**config.mk**
```make
export PLATFORM = sky130hd
export DESIGN_NAME = modem_response_terminator_detector
export DESIGN_NICKNAME = d
export VERILOG_FILES = /design/src/rtl/core/mrtd_pkg.sv /design/src/rtl/core/mrtd_front.sv /design/src/rtl/core/mrtd_queue.sv /design/src/rtl/core/mrtd_back.sv /design/src/rtl/core/modem_response_terminator_detector.sv
export VERILOG_INCLUDE_DIRS = /design/src /design/src/rtl/core
export SDC_FILE = /design/constraint.sdc
export NUM_CORES = 1
export LEC_CHECK = 0
export BUFFER_PORTS_ARGS = -buffer_cell sky130_fd_sc_hd__buf_2
export CAP_MARGIN = 20
export CORE_UTILIZATION = 45
export DETAILED_ROUTE_END_ITERATION = 10
export SYNTH_ARGS = -nofsm -noshare
export SYNTH_HDL_FRONTEND = slang
export SYNTH_SLANG_ARGS = --single-unit
```
**constraint.sdc**
```tcl
create_clock -name clk -period 7.92 [get_ports clk]
set_clock_uncertainty 0.2 [all_clocks]
set_input_delay 0.792 -clock clk [delete_from_list [all_inputs] [get_ports clk]]
set_output_delay 0.792 -clock clk [all_outputs]
set_load 0.005 [all_outputs]
```
**src/rtl/core/modem_response_terminator_detector_macros.svh**
```systemverilog
// Assertion macros for the modem response terminator detector.
`ifndef MODEM_RESPONSE_TERMINATOR_DETECTOR_MACROS_SVH
`define MODEM_RESPONSE_TERMINATOR_DETECTOR_MACROS_SVH

// Same-cycle implication, sampled on clk, off while arst_n is low.
`define MRTD_ASSERT_SAME(label, pre, post, msg) \
	label: assert property (@(posedge clk) disable iff (!arst_n) (pre) |-> (post)) \
		else $error(msg);

// Next-cycle implication, sampled on clk, off while arst_n is low.
`define MRTD_ASSERT_NEXT(label, pre, post, msg) \
	label: assert property (@(posedge clk) disable iff (!arst_n) (pre) |=> (post)) \
		else $error(msg);

`endif

```
**src/rtl/core/mrtd_pkg.sv**
```systemverilog
// Types and constants shared by the terminator detector modules.
package mrtd_pkg;

	localparam int MRTD_BUFFER_BYTES = 256;
	localparam int MRTD_QUEUE_DEPTH  = 4;
	localparam logic [15:0] MRTD_TIMEOUT_RESET = 16'd1000;

	typedef enum logic [1:0] {
		OP_START = 2'd0,
		OP_BYTE  = 2'd1,
		OP_TICK  = 2'd2,
		OP_NONE  = 2'd3
	} op_t;

	typedef enum logic [2:0] {
		ST_OK        = 3'd0,
		ST_ERROR     = 3'd1,
		ST_PROMPT    = 3'd2,
		ST_NO_DATA   = 3'd3,
		ST_CORRUPTED = 3'd4
	} status_t;

	typedef struct packed {
		op_t        op;
		logic [7:0] data;
		logic       is_nul;
		logic       is_bad;
	} cmd_t;

	typedef struct packed {
		logic empty;
		logic full;
	} q_status_t;

	localparam logic [47:0] TERM_OK    = {8'd13, 8'd10, 8'h4F, 8'h4B, 8'd13, 8'd10};
	localparam logic [71:0] TERM_ERROR = {8'd13, 8'd10, 8'h45, 8'h52, 8'h52, 8'h4F, 8'h52,
		8'd13, 8'd10};
	localparam logic [15:0] TERM_PROMPT = {8'h3E, 8'h20};

endpackage

```
**src/rtl/core/mrtd_front.sv**
```systemverilog
// Front end: accepts input beats, decodes the operation and classifies the byte.
module mrtd_front (
	input  logic              in_valid,
	output logic              in_stall,
	input  logic [1:0]        operation,
	input  logic [7:0]        rx_byte,
	input  mrtd_pkg::q_status_t q_stat,
	output logic              push,
	output mrtd_pkg::cmd_t    push_cmd
);
	import mrtd_pkg::*;

	op_t op;

	always_comb begin
		op = op_t'(operation);
		in_stall = q_stat.full;
		push = in_valid && !q_stat.full && (op != OP_NONE);
		push_cmd.op = op;
		push_cmd.data = rx_byte;
		push_cmd.is_nul = (rx_byte == 8'd0);
		push_cmd.is_bad = (rx_byte != 8'd13) && (rx_byte != 8'd10) &&
			((rx_byte < 8'd32) || (rx_byte > 8'd126));
	end

endmodule

```
**src/rtl/core/mrtd_queue.sv**
```systemverilog
// Short command queue between the front end and the back end.
module mrtd_queue (
	input  logic                clk,
	input  logic                arst_n,
	input  logic                push,
	input  mrtd_pkg::cmd_t      push_cmd,
	input  logic                pop,
	output mrtd_pkg::cmd_t      head_cmd,
	output mrtd_pkg::q_status_t q_stat
);
	import mrtd_pkg::*;

	localparam int PW = $clog2(MRTD_QUEUE_DEPTH);

	cmd_t          entry_q [MRTD_QUEUE_DEPTH];
	logic [PW-1:0] wr_ptr_q;
	logic [PW-1:0] rd_ptr_q;
	logic [PW:0]   count_q;

	always_ff @(posedge clk or negedge arst_n) begin
		if (!arst_n) begin
			wr_ptr_q <= '0;
			rd_ptr_q <= '0;
			count_q <= '0;
		end else begin
			if (push)
				wr_ptr_q <= wr_ptr_q + PW'(1);
			if (pop)
				rd_ptr_q <= rd_ptr_q + PW'(1);
			if (push && !pop)
				count_q <= count_q + (PW+1)'(1);
			else if (pop && !push)
				count_q <= count_q - (PW+1)'(1);
		end
	end

	always_ff @(posedge clk) begin
		if (push)
			entry_q[wr_ptr_q] <= push_cmd;
	end

	always_comb begin
		head_cmd = entry_q[rd_ptr_q];
		q_stat.empty = (count_q == '0);
		q_stat.full = (count_q == (PW+1)'(MRTD_QUEUE_DEPTH));
	end

endmodule

```
**src/rtl/core/mrtd_back.sv**
```systemverilog
// Back end: read state, window compare, timeout and the result register.
module mrtd_back #(
	parameter int BUFFER_BYTES = mrtd_pkg::MRTD_BUFFER_BYTES
) (
	input  logic                clk,
	input  logic                arst_n,
	input  logic                cfg_we,
	input  logic [15:0]         cfg_wdata,
	input  mrtd_pkg::q_status_t q_stat,
	input  mrtd_pkg::cmd_t      head_cmd,
	output logic                pop,
	output logic                out_valid,
	input  logic                out_stall,
	output logic [2:0]          response_status,
	output logic [7:0]          bytes_captured
);
	import mrtd_pkg::*;

	localparam int CW = $clog2(BUFFER_BYTES);
	localparam int EW = (CW > 8) ? CW : 8;

	logic [15:0]   timeout_q;
	logic [71:0]   window_q, window_d;
	logic [CW-1:0] count_q, count_d;
	logic [15:0]   ticks_q, ticks_d;
	logic          active_q, active_d;
	logic          bad_q, bad_d;
	logic          nul_q, nul_d;

	logic          out_valid_q;
	status_t       status_q;
	logic [7:0]    captured_q;

	logic          res_vld;
	status_t       res_status;
	logic [EW-1:0] count_ext;
	logic [7:0]    res_count;
	logic [15:0]   ticks_inc;
	logic [71:0]   win_shift;
	logic [CW-1:0] count_inc;
	logic          nul_inc;
	logic          bad_inc;

	assign pop = !q_stat.empty && (!out_valid_q || !out_stall);

	always_comb begin
		window_d = window_q;
		count_d = count_q;
		ticks_d = ticks_q;
		active_d = active_q;
		bad_d = bad_q;
		nul_d = nul_q;
		res_vld = 1'b0;
		res_status = ST_NO_DATA;
		win_shift = {window_q[63:0], head_cmd.data};
		count_inc = count_q + CW'(1);
		nul_inc = nul_q || head_cmd.is_nul;
		bad_inc = bad_q || head_cmd.is_bad;
		ticks_inc = (ticks_q == 16'hFFFF) ? ticks_q : ticks_q + 16'd1;
		case (head_cmd.op)
			OP_START: begin
				window_d = '0;
				count_d = '0;
				ticks_d = '0;
				bad_d = 1'b0;
				nul_d = 1'b0;
				active_d = 1'b1;
				if (timeout_q == 16'd0) begin
					res_vld = 1'b1;
					active_d = 1'b0;
				end
			end
			OP_BYTE: begin
				if (active_q) begin
					window_d = win_shift;
					count_d = count_inc;
					nul_d = nul_inc;
					bad_d = bad_inc;
					if (!nul_inc && (win_shift[47:0] == TERM_OK)) begin
						res_vld = 1'b1;
						res_status = ST_OK;
					end else if (!nul_inc && (win_shift == TERM_ERROR)) begin
						res_vld = 1'b1;
						res_status = ST_ERROR;
					end else if (!nul_inc && (win_shift[15:0] == TERM_PROMPT)) begin
						res_vld = 1'b1;
						res_status = ST_PROMPT;
					end else if (count_inc >= CW'(BUFFER_BYTES - 1)) begin
						res_vld = 1'b1;
						res_status = bad_inc ? ST_CORRUPTED : ST_NO_DATA;
					end
					if (res_vld)
						active_d = 1'b0;
				end
			end
			OP_TICK: begin
				if (active_q) begin
					ticks_d = ticks_inc;
					if (ticks_inc >= timeout_q) begin
						res_vld = 1'b1;
						res_status = ((count_q != '0) && bad_q) ? ST_CORRUPTED : ST_NO_DATA;
						active_d = 1'b0;
					end
				end
			end
			default: begin
			end
		endcase
		count_ext = EW'(count_d);
		res_count = (count_ext > EW'(255)) ? 8'hFF : count_ext[7:0];
	end

	always_ff @(posedge clk or negedge arst_n) begin
		if (!arst_n) begin
			timeout_q <= MRTD_TIMEOUT_RESET;
			window_q <= '0;
			count_q <= '0;
			ticks_q <= '0;
			active_q <= 1'b0;
			bad_q <= 1'b0;
			nul_q <= 1'b0;
			out_valid_q <= 1'b0;
		end else begin
			if (cfg_we)
				timeout_q <= cfg_wdata;
			if (pop) begin
				window_q <= window_d;
				count_q <= count_d;
				ticks_q <= ticks_d;
				active_q <= active_d;
				bad_q <= bad_d;
				nul_q <= nul_d;
			end
			if (pop && res_vld)
				out_valid_q <= 1'b1;
			else if (!out_stall)
				out_valid_q <= 1'b0;
		end
	end

	always_ff @(posedge clk) begin
		if (pop && res_vld) begin
			status_q <= res_status;
			captured_q <= res_count;
		end
	end

	assign out_valid = out_valid_q;
	assign response_status = status_q;
	assign bytes_captured = captured_q;

endmodule

```
**src/rtl/core/modem_response_terminator_detector.sv**
```systemverilog
// Top level of the modem response terminator detector.
//
// Input channel: in_valid/in_stall carry one beat of operation and rx_byte:
// start read, received byte or one millisecond tick. Operation 3 is dropped.
// Output channel: out_valid/out_stall carry response_status and
// bytes_captured, at most one beat per input beat, in input order.
// cfg_we/cfg_wdata write timeout_ticks (reset 1000); write only while idle.
// A beat that ends a read is written into the command queue, then the back end
// registers the result and raises out_valid. Throughput: one beat per cycle
// while out_stall holds no result; the back end updates the read state and
// compares the nine-byte window combinationally.
// A four-entry command queue sits between front and back end; while
// out_stall holds a result, the back end pauses and the queue fills, then
// in_stall rises until the result is taken.
// Reset clears the read state, the queue and the output valid; the block
// starts idle with no read armed.
module modem_response_terminator_detector #(
	parameter int BUFFER_BYTES = mrtd_pkg::MRTD_BUFFER_BYTES
) (
	input  logic        clk,
	input  logic        arst_n,
	input  logic        cfg_we,
	input  logic [15:0] cfg_wdata,
	input  logic        in_valid,
	output logic        in_stall,
	input  logic [1:0]  operation,
	input  logic [7:0]  rx_byte,
	output logic        out_valid,
	input  logic        out_stall,
	output logic [2:0]  response_status,
	output logic [7:0]  bytes_captured
);
	import mrtd_pkg::*;

	`include "modem_response_terminator_detector_macros.svh"

	q_status_t q_stat;
	logic      push;
	cmd_t      push_cmd;
	logic      pop;
	cmd_t      head_cmd;
	logic      match_out;

	mrtd_front u_front (
		.in_valid  (in_valid),
		.in_stall  (in_stall),
		.operation (operation),
		.rx_byte   (rx_byte),
		.q_stat    (q_stat),
		.push      (push),
		.push_cmd  (push_cmd)
	);

	mrtd_queue u_queue (
		.clk      (clk),
		.arst_n   (arst_n),
		.push     (push),
		.push_cmd (push_cmd),
		.pop      (pop),
		.head_cmd (head_cmd),
		.q_stat   (q_stat)
	);

	mrtd_back #(
		.BUFFER_BYTES (BUFFER_BYTES)
	) u_back (
		.clk             (clk),
		.arst_n          (arst_n),
		.cfg_we          (cfg_we),
		.cfg_wdata       (cfg_wdata),
		.q_stat          (q_stat),
		.head_cmd        (head_cmd),
		.pop             (pop),
		.out_valid       (out_valid),
		.out_stall       (out_stall),
		.response_status (response_status),
		.bytes_captured  (bytes_captured)
	);

	assign match_out = out_valid && (response_status <= ST_PROMPT);

	`MRTD_ASSERT_SAME(a_status_range, out_valid, response_status <= ST_CORRUPTED, "bad status code")
	`MRTD_ASSERT_SAME(a_match_len, match_out, bytes_captured >= 8'd2, "match under two bytes")
	`MRTD_ASSERT_NEXT(a_push_lands, q_stat.empty && push, !q_stat.empty, "queued beat lost")
	`MRTD_ASSERT_SAME(a_no_pop_empty, q_stat.empty, !pop, "pop from empty queue")

endmodule
```
; Word level (Yosys, flattened, before mapping)
; Memories as Yosys holds them, arrays and structs flattened.
; Index checks and enable logic that the tools add are counted.
[op_classes]
muxes = 44
add_sub_neg = 6
order_cmp = 5
reduce_logical = 35
eq_ne = 13
[op_table]
columns = operator, n
row1 = $pmux W64 S2, 1
row2 = $eq A72 B68 Y1 const B, 1
row3 = $mux W64, 1
row4 = $eq A48 B44 Y1 const B, 1
row5 = $mux W3, 11
row6 = $mux W16, 2
row7 = $pmux W16 S2, 1
row8 = $mux W1, 21
row9 = $add A16 B1 Y16 const B, 1
row10 = $eq A16 B14 Y1 const B, 1
row11 = $eq A16 B16 Y1 const B, 1
row12 = $ge A16 B16 Y1, 1
row13 = $logic_not A16 Y1, 1
row14 = $ne A8 B4 Y1 const B, 2
row15 = $pmux W8 S2, 1
row16 = $logic_and A1 B1 Y1, 12
row17 = $add A8 B1 Y8 const B, 1
row18 = $ge A8 B8 Y1 const B, 1
row19 = $gt A8 B7 Y1 const B, 1
row20 = $gt A8 B8 Y1 const B, 1
row21 = $logic_not A8 Y1, 1
row22 = $lt A8 B6 Y1 const B, 1
row23 = $mux W8, 1
row24 = $reduce_bool A8 Y1, 1
row25 = 19 further kinds, 36
[totals]
inputBits = 31
ram_bits = 48
mem_count = 1
ff_bits = 126
out_inout_bits = 13
[memory_table]
columns = name, words, width, rd, rd_ports_with_merged_regs, wr, line_no
row1 = u_queue.entry_q, 4, 12, 1, 0, 1, mrtd_queue.sv:15  ; cmd_t entry_q [MRTD_QUEUE_DEPTH];

; Logic depth before layout (Yosys ltp)
; An unclocked memory read counts as a cell.
[depth]
ltp_word = 13
depth_mapped = 16
mapped_depth_nobuf = 13

; Hierarchy
; A second synthesis with hierarchy kept.
[unflattened]
cells_unflattened = 815
hier_area_um2 = 8569.5
[by_module_without_submodules]
columns = module, area_each_um2, instances, seq_area_each_um2, cells_per_inst
row1 = mrtd_back, 6252.2, 1, 3040.4, 693
row2 = mrtd_queue, 2153.3, 1, 1616.6, 97
row3 = mrtd_front, 163.9, 1, 0.0, 25

; Worst setup path after synthesis
; OpenSTA, ideal clock, no wires.
[synth_timing]
kind = register to register
start = register u_back.ticks_q[2]
end = register u_back.captured_q[0] (netlist: u_back.bytes_captured[0]) (enable)
synth_period_minus_slack_ns = 3.754
setup_ns = 0.378
stages_incl_launch_ff = 16
setup_slack_ns = 4.166
t_arrival_ns = 3.176
t_required_ns = 7.342
cell_sequence = dfrtp_1 > buf_2 > and4_1 > and4_1 > buf_2 > and2_1 > buf_4 > nand2_1 > mux2_1 > ha_1 > nand2_1 > o21ai_0 > o21ai_0 > a21oi_1 > nor3b_1 > a2111oi_4
[synth_via]
elab_chain_cells = 7
word_cells_on_any_way = 8
classes_between = add/sub: 1 / order compare: 1 / eq/ne: 1 / mux: 4 / reduce/logical: 1
[synth_rtl]
columns = element, line_no
row1 = from (decl), mrtd_back.sv:25  ; logic [15:0] ticks_q, ticks_d;
row2 = from (signal assigned), mrtd_back.sv:129  ; ticks_q <= ticks_d;
row3 = $add A16 B1 Y16 / $eq A16 B16 Y1 (equally long branches), mrtd_back.sv:59  ; ticks_inc = (ticks_q == 16'hFFFF) ? ticks_q : ticks_q + 16'd1;
row4 = $mux W16 (*), mrtd_back.sv:59
row5 = $ge A16 B16 Y1 (*), mrtd_back.sv:99  ; if (ticks_inc >= timeout_q) begin
row6 = $mux W1 (*), mrtd_back.sv:99
row7 = $mux W1 (*), mrtd_back.sv:97  ; if (active_q) begin
row8 = $pmux W1 S3 (*), mrtd_back.sv:60  ; case (head_cmd.op)
row9 = $logic_and A1 B1 Y1 (*), mrtd_back.sv:142  ; if (pop && res_vld) begin
row10 = to (signal assigned), mrtd_back.sv:144  ; captured_q <= res_count;
row11 = to (decl), mrtd_back.sv:32  ; logic [7:0] captured_q;
; Every way passes the cells marked *; elsewhere a longest branch is shown, timed or not.
; A chain may end at the register's enable or synchronous reset.

; Final worst setup path
[layout_timing]
start = register u_back.ticks_q[2]
end = register u_back.captured_q[3] (netlist: u_back.bytes_captured[3]) (enable)
; Same word-level chain as after synthesis.

==> impl_metrics.csv <==
group,metric,value,unit
die,core_area,18200,um2
clock_network,cts_buffers,17,
grt,grt_start_max_net_pins,68,
worst_setup_path,critPathLaunchType,"flop",
worst_hold_path,min_path_type,"primary input to async pin",
grt,antenna_found_initial,0,
die,rows,49,
die,dieArea,19300,um2
synth,synth_xor_area_share,2.18,%
die,start_util,46.4,%
synth,synthArstFlopShare,66.1,%
synth,synth_top_family_by_area,"simple AND/OR/NAND/NOR gates",
grt,grt_pass1_wl,30.5,mm
die,pin_count,44,
final_layout,multi_input_area,3520,um2
clock_network,cts.reportedPaths.clkPinSlew,80,ps
placement,placed_cell_area,8810,um2
final_layout,stdcell_area,9430,um2
clock_network,cts_tree,"built",
clock_network,clock_sinks,174,
sta,period_share,55.7,%
die,die_h,139,um
sta,max_freq,0.227,GHz
synth,seq_area_frac_synth,55.1,%
placement,gp_congestion,0.896,
sta,rsz0062_at_grt,"false",
sta,worstMarginPinSlew,871,ps
sta,slew_violations,0,
power,seqPwrFrac,38.9,%
worst_setup_path,required,7780,ps
worst_setup_path,end_kind,"flop",
grt,grt_use_total,20.1,%
drt,drt-pass1-iter-count,8,
clock_network,clk_path_buf_depth,2,
drt,route.detailed.drc,3,
synth,ys_seq_elements,174,
drt,num_vias,6006,
final_layout,drive_gt1_share,13.3,%
sta,fin_crit,4410,ps
synth,synth_compound_area_share,9.83,%
worst_setup_path,arrival,4270,ps
synth,synth_mux_area_share,4.40,%
clock_network,cts-resized-gates,0,
worst_setup_path,worstSetupStartpoint,"u_back.ticks_q[2]",
power,p_comb_share,34.5,%
synth,ys.flop_type,"dfrtp_1",
synth,synth_commonest_cells,"nand2_1 (183), dfrtp_1 (109), nand3_1 (72), edfxtp_1 (59), o21ai_0 (33)",
worst_setup_path,crit_fanout,11,
sta,setup_tns,0,ps
clock_network,ctsHoldBuffers,0,
status,status,"finished with violations",
final_layout,regArea,4660,um2
synth,ys_top_cells_by_area,"dfrtp_1 (32%), edfxtp_1 (21%), nand2_1 (8.1%), ha_1 (4.3%), nand3_1 (4.3%)",
power,power_switching,1260,uW
drt,wl,18.2,mm
sta,hold_viol,0,
synth,synthAdderAreaFrac,4.53,%
grt,overflow,0,
clock_network,root_buffer,"clkbuf_16",
drt,wire_per_inst,17.2,um
placement,dp_hpwl,12.3,mm
placement,numPortBuffers,43,
flow_run,max_cap_violations,0,
synth,syn_area_per_cell,10.6,um2
final_layout,syn_to_final_growth,11.5,%
grt,grt_pass1_vias,5984,
die,die_x,139,um
synth,synth_edf_count,59,
drt,drt_iter0_markers,446,
power,peakVddDrop,0.000172,V
drt,antenna_violating_nets_post_route,0,
worst_setup_path,r2r-start,"u_back.ticks_q[2]",
final_layout,final_nets,882,
power,powerDensity,331,nW/um2
status,violations,"design-rule violations",
drt,vias_per_cell,5.65,
synth,synth_fp_nets,855,
synth,yosysUniqueCellTypes,68,
power,p_leak,0.00414,uW
synth,synth-simple-area-share,20.6,%
power,clock_power_share,26.7,%
power,internal-power,1860,uW
power,swShare,40.3,%
clock_network,cts_setup_buffers,0,
synth,synth_area_leader_cell,"dfrtp_1",
final_layout,antenna_cells,0,
synth,postSynthCellCount,794,
sta,final-setup-viol-count,0,
synth,syn-cell-area,8450,um2
final_layout,fillers,1587,
clock_network,clkLatencyLatePin,440,ps
synth,yosys_warnings,0,
synth,yosysTopAreaCellShare,32.3,%
sta,maxSlewHeadroom,41.7,%
clock_network,h-tree-depth,4,
synth,yosysMostFrequentCell,"nand2_1",
worst_setup_path,critPathKind,"flop to flop",
==> kinds of logic (layout without fill, tap and decap cells) <==
kind of cell / count (synthesis) / in the layout
AOI/OAI and AO/OA: 122 / 122
muxes: 20 / 20
xor gates and xnor gates: 21 / 21
DFF: 174 / 174
adders and majority gates: 30 / 30
buffers and inverters: 67 / 107
and+or+nand+nor: 360 / 360
==> through the flow <==
step,setup WS (ps),hold WS [ps],instances,utilization (%),total power [uW]
after floorplan,4170,230,794,-,2000
after global placement,3400,246,1030,48.4,2250
after detailed placement,3340,252,1030,48.4,2280
after CTS,3290,267,1062,51.7,3120
final,3510,254,1063,51.8,3120
after global routing,3210,281,1063,51.8,3310
==> layer usage <==
metal	wire, um	GRT usage [%]	part of all wire (%)	up-vias
li1	-	-	-	2906
met1	8790	28.3	48	2937
met2	8430	30.8	46	139
met3	708	4.39	3.9	24
met4	310	6.67	1.7	0
met5	0	0	0	-
==> layout by cell type, fill, tap and decap left out, types with 6 or more instances in the layout <==
| cell | n |
|---|---|
| a21oi_1 | 13 |
| mux4_2 | 9 |
| a31oi_1 | 10 |
| nor4_1 | 10 |
| o21ai_0 | 33 |
| dfstp_2 | 6 |
| nand3_1 | 72 |
| xnor2_1 | 18 |
| and3_1 | 10 |
| buf_2 | 42 |
| edfxtp_1 | 59 |
| inv_1 | 27 |
| and2_1 | 7 |
| a22o_1 | 18 |
| nor4b_1 | 6 |
| nand2_1 | 183 |
| nor2_1 | 24 |
| ha_1 | 28 |
| clkbuf_16 | 17 |
| o31ai_1 | 10 |
| o21ai_1 | 13 |
| dfrtp_1 | 109 |
==> critical path, stage by stage, from the launching register on <==
cell and delay [ps]:
dfrtp_1 480, and4_1 290, and4_1 330, and2_1 340, nand2_1 120, mux2_1 360, ha_1 290, nand2_1 60
o21ai_0 230, o21ai_0 150, a21oi_1 290, nor3b_1 150, a2111oi_4 730
==> path summary, 6_finish.rpt <==
check | end | slack, ps | depth (start not counted)
worst max register to register | u_back.bytes_captured[3] | 3510 | 12
min in group clk | u_back.window_q[58] | 270 | 2
worst min-delay path | u_back.ticks_q[12] | 250 | 1
max in group asynchronous | u_back.window_q[10] | 6050 | 2
worst max-delay path | u_back.bytes_captured[3] | 3510 | 12
worst min register to register | u_back.window_q[58] | 270 | 2
==> power groups by stage <==
| stage | Sequential (uW) | Combinational, uW | Clock, uW |
|---|---|---|---|
| after floorplan | 1160 | 839 | 0 |
| after global placement | 1230 | 1020 | 0 |
| after detailed placement | 1230 | 1050 | 0 |
| after CTS | 1210 | 1050 | 849 |
| after global routing | 1230 | 1190 | 885 |
| final | 1210 | 1080 | 832 |
==> cell type report <==
type / instances / area share, %
Sequential cell: 174 / 49.4
Tap cell: 229 / 3.04
Clock inverter: 14 / 1.79
Multi-Input combinational cell: 553 / 37.3
Clock buffer: 18 / 4.55
Inverter: 28 / 1.11
Timing Repair Buffer: 47 / 2.76
==> registers in the layout, indices dropped and copies added, names as in the netlist <==
signal                  flops
u_back.window_q            64
u_queue.count_q             3
u_back.bytes_captured       8
u_back.active_q             1
u_back.ticks_q             16
u_back.nul_q                1
u_queue.entry_q            48
u_back.response_status      3
u_back.bad_q                1
u_back.timeout_q           16
u_queue.rd_ptr_q            2
u_queue.wr_ptr_q            2
u_back.count_q              8
u_back.out_valid            1
No activity file was read; power rests on OpenSTA's default activity.
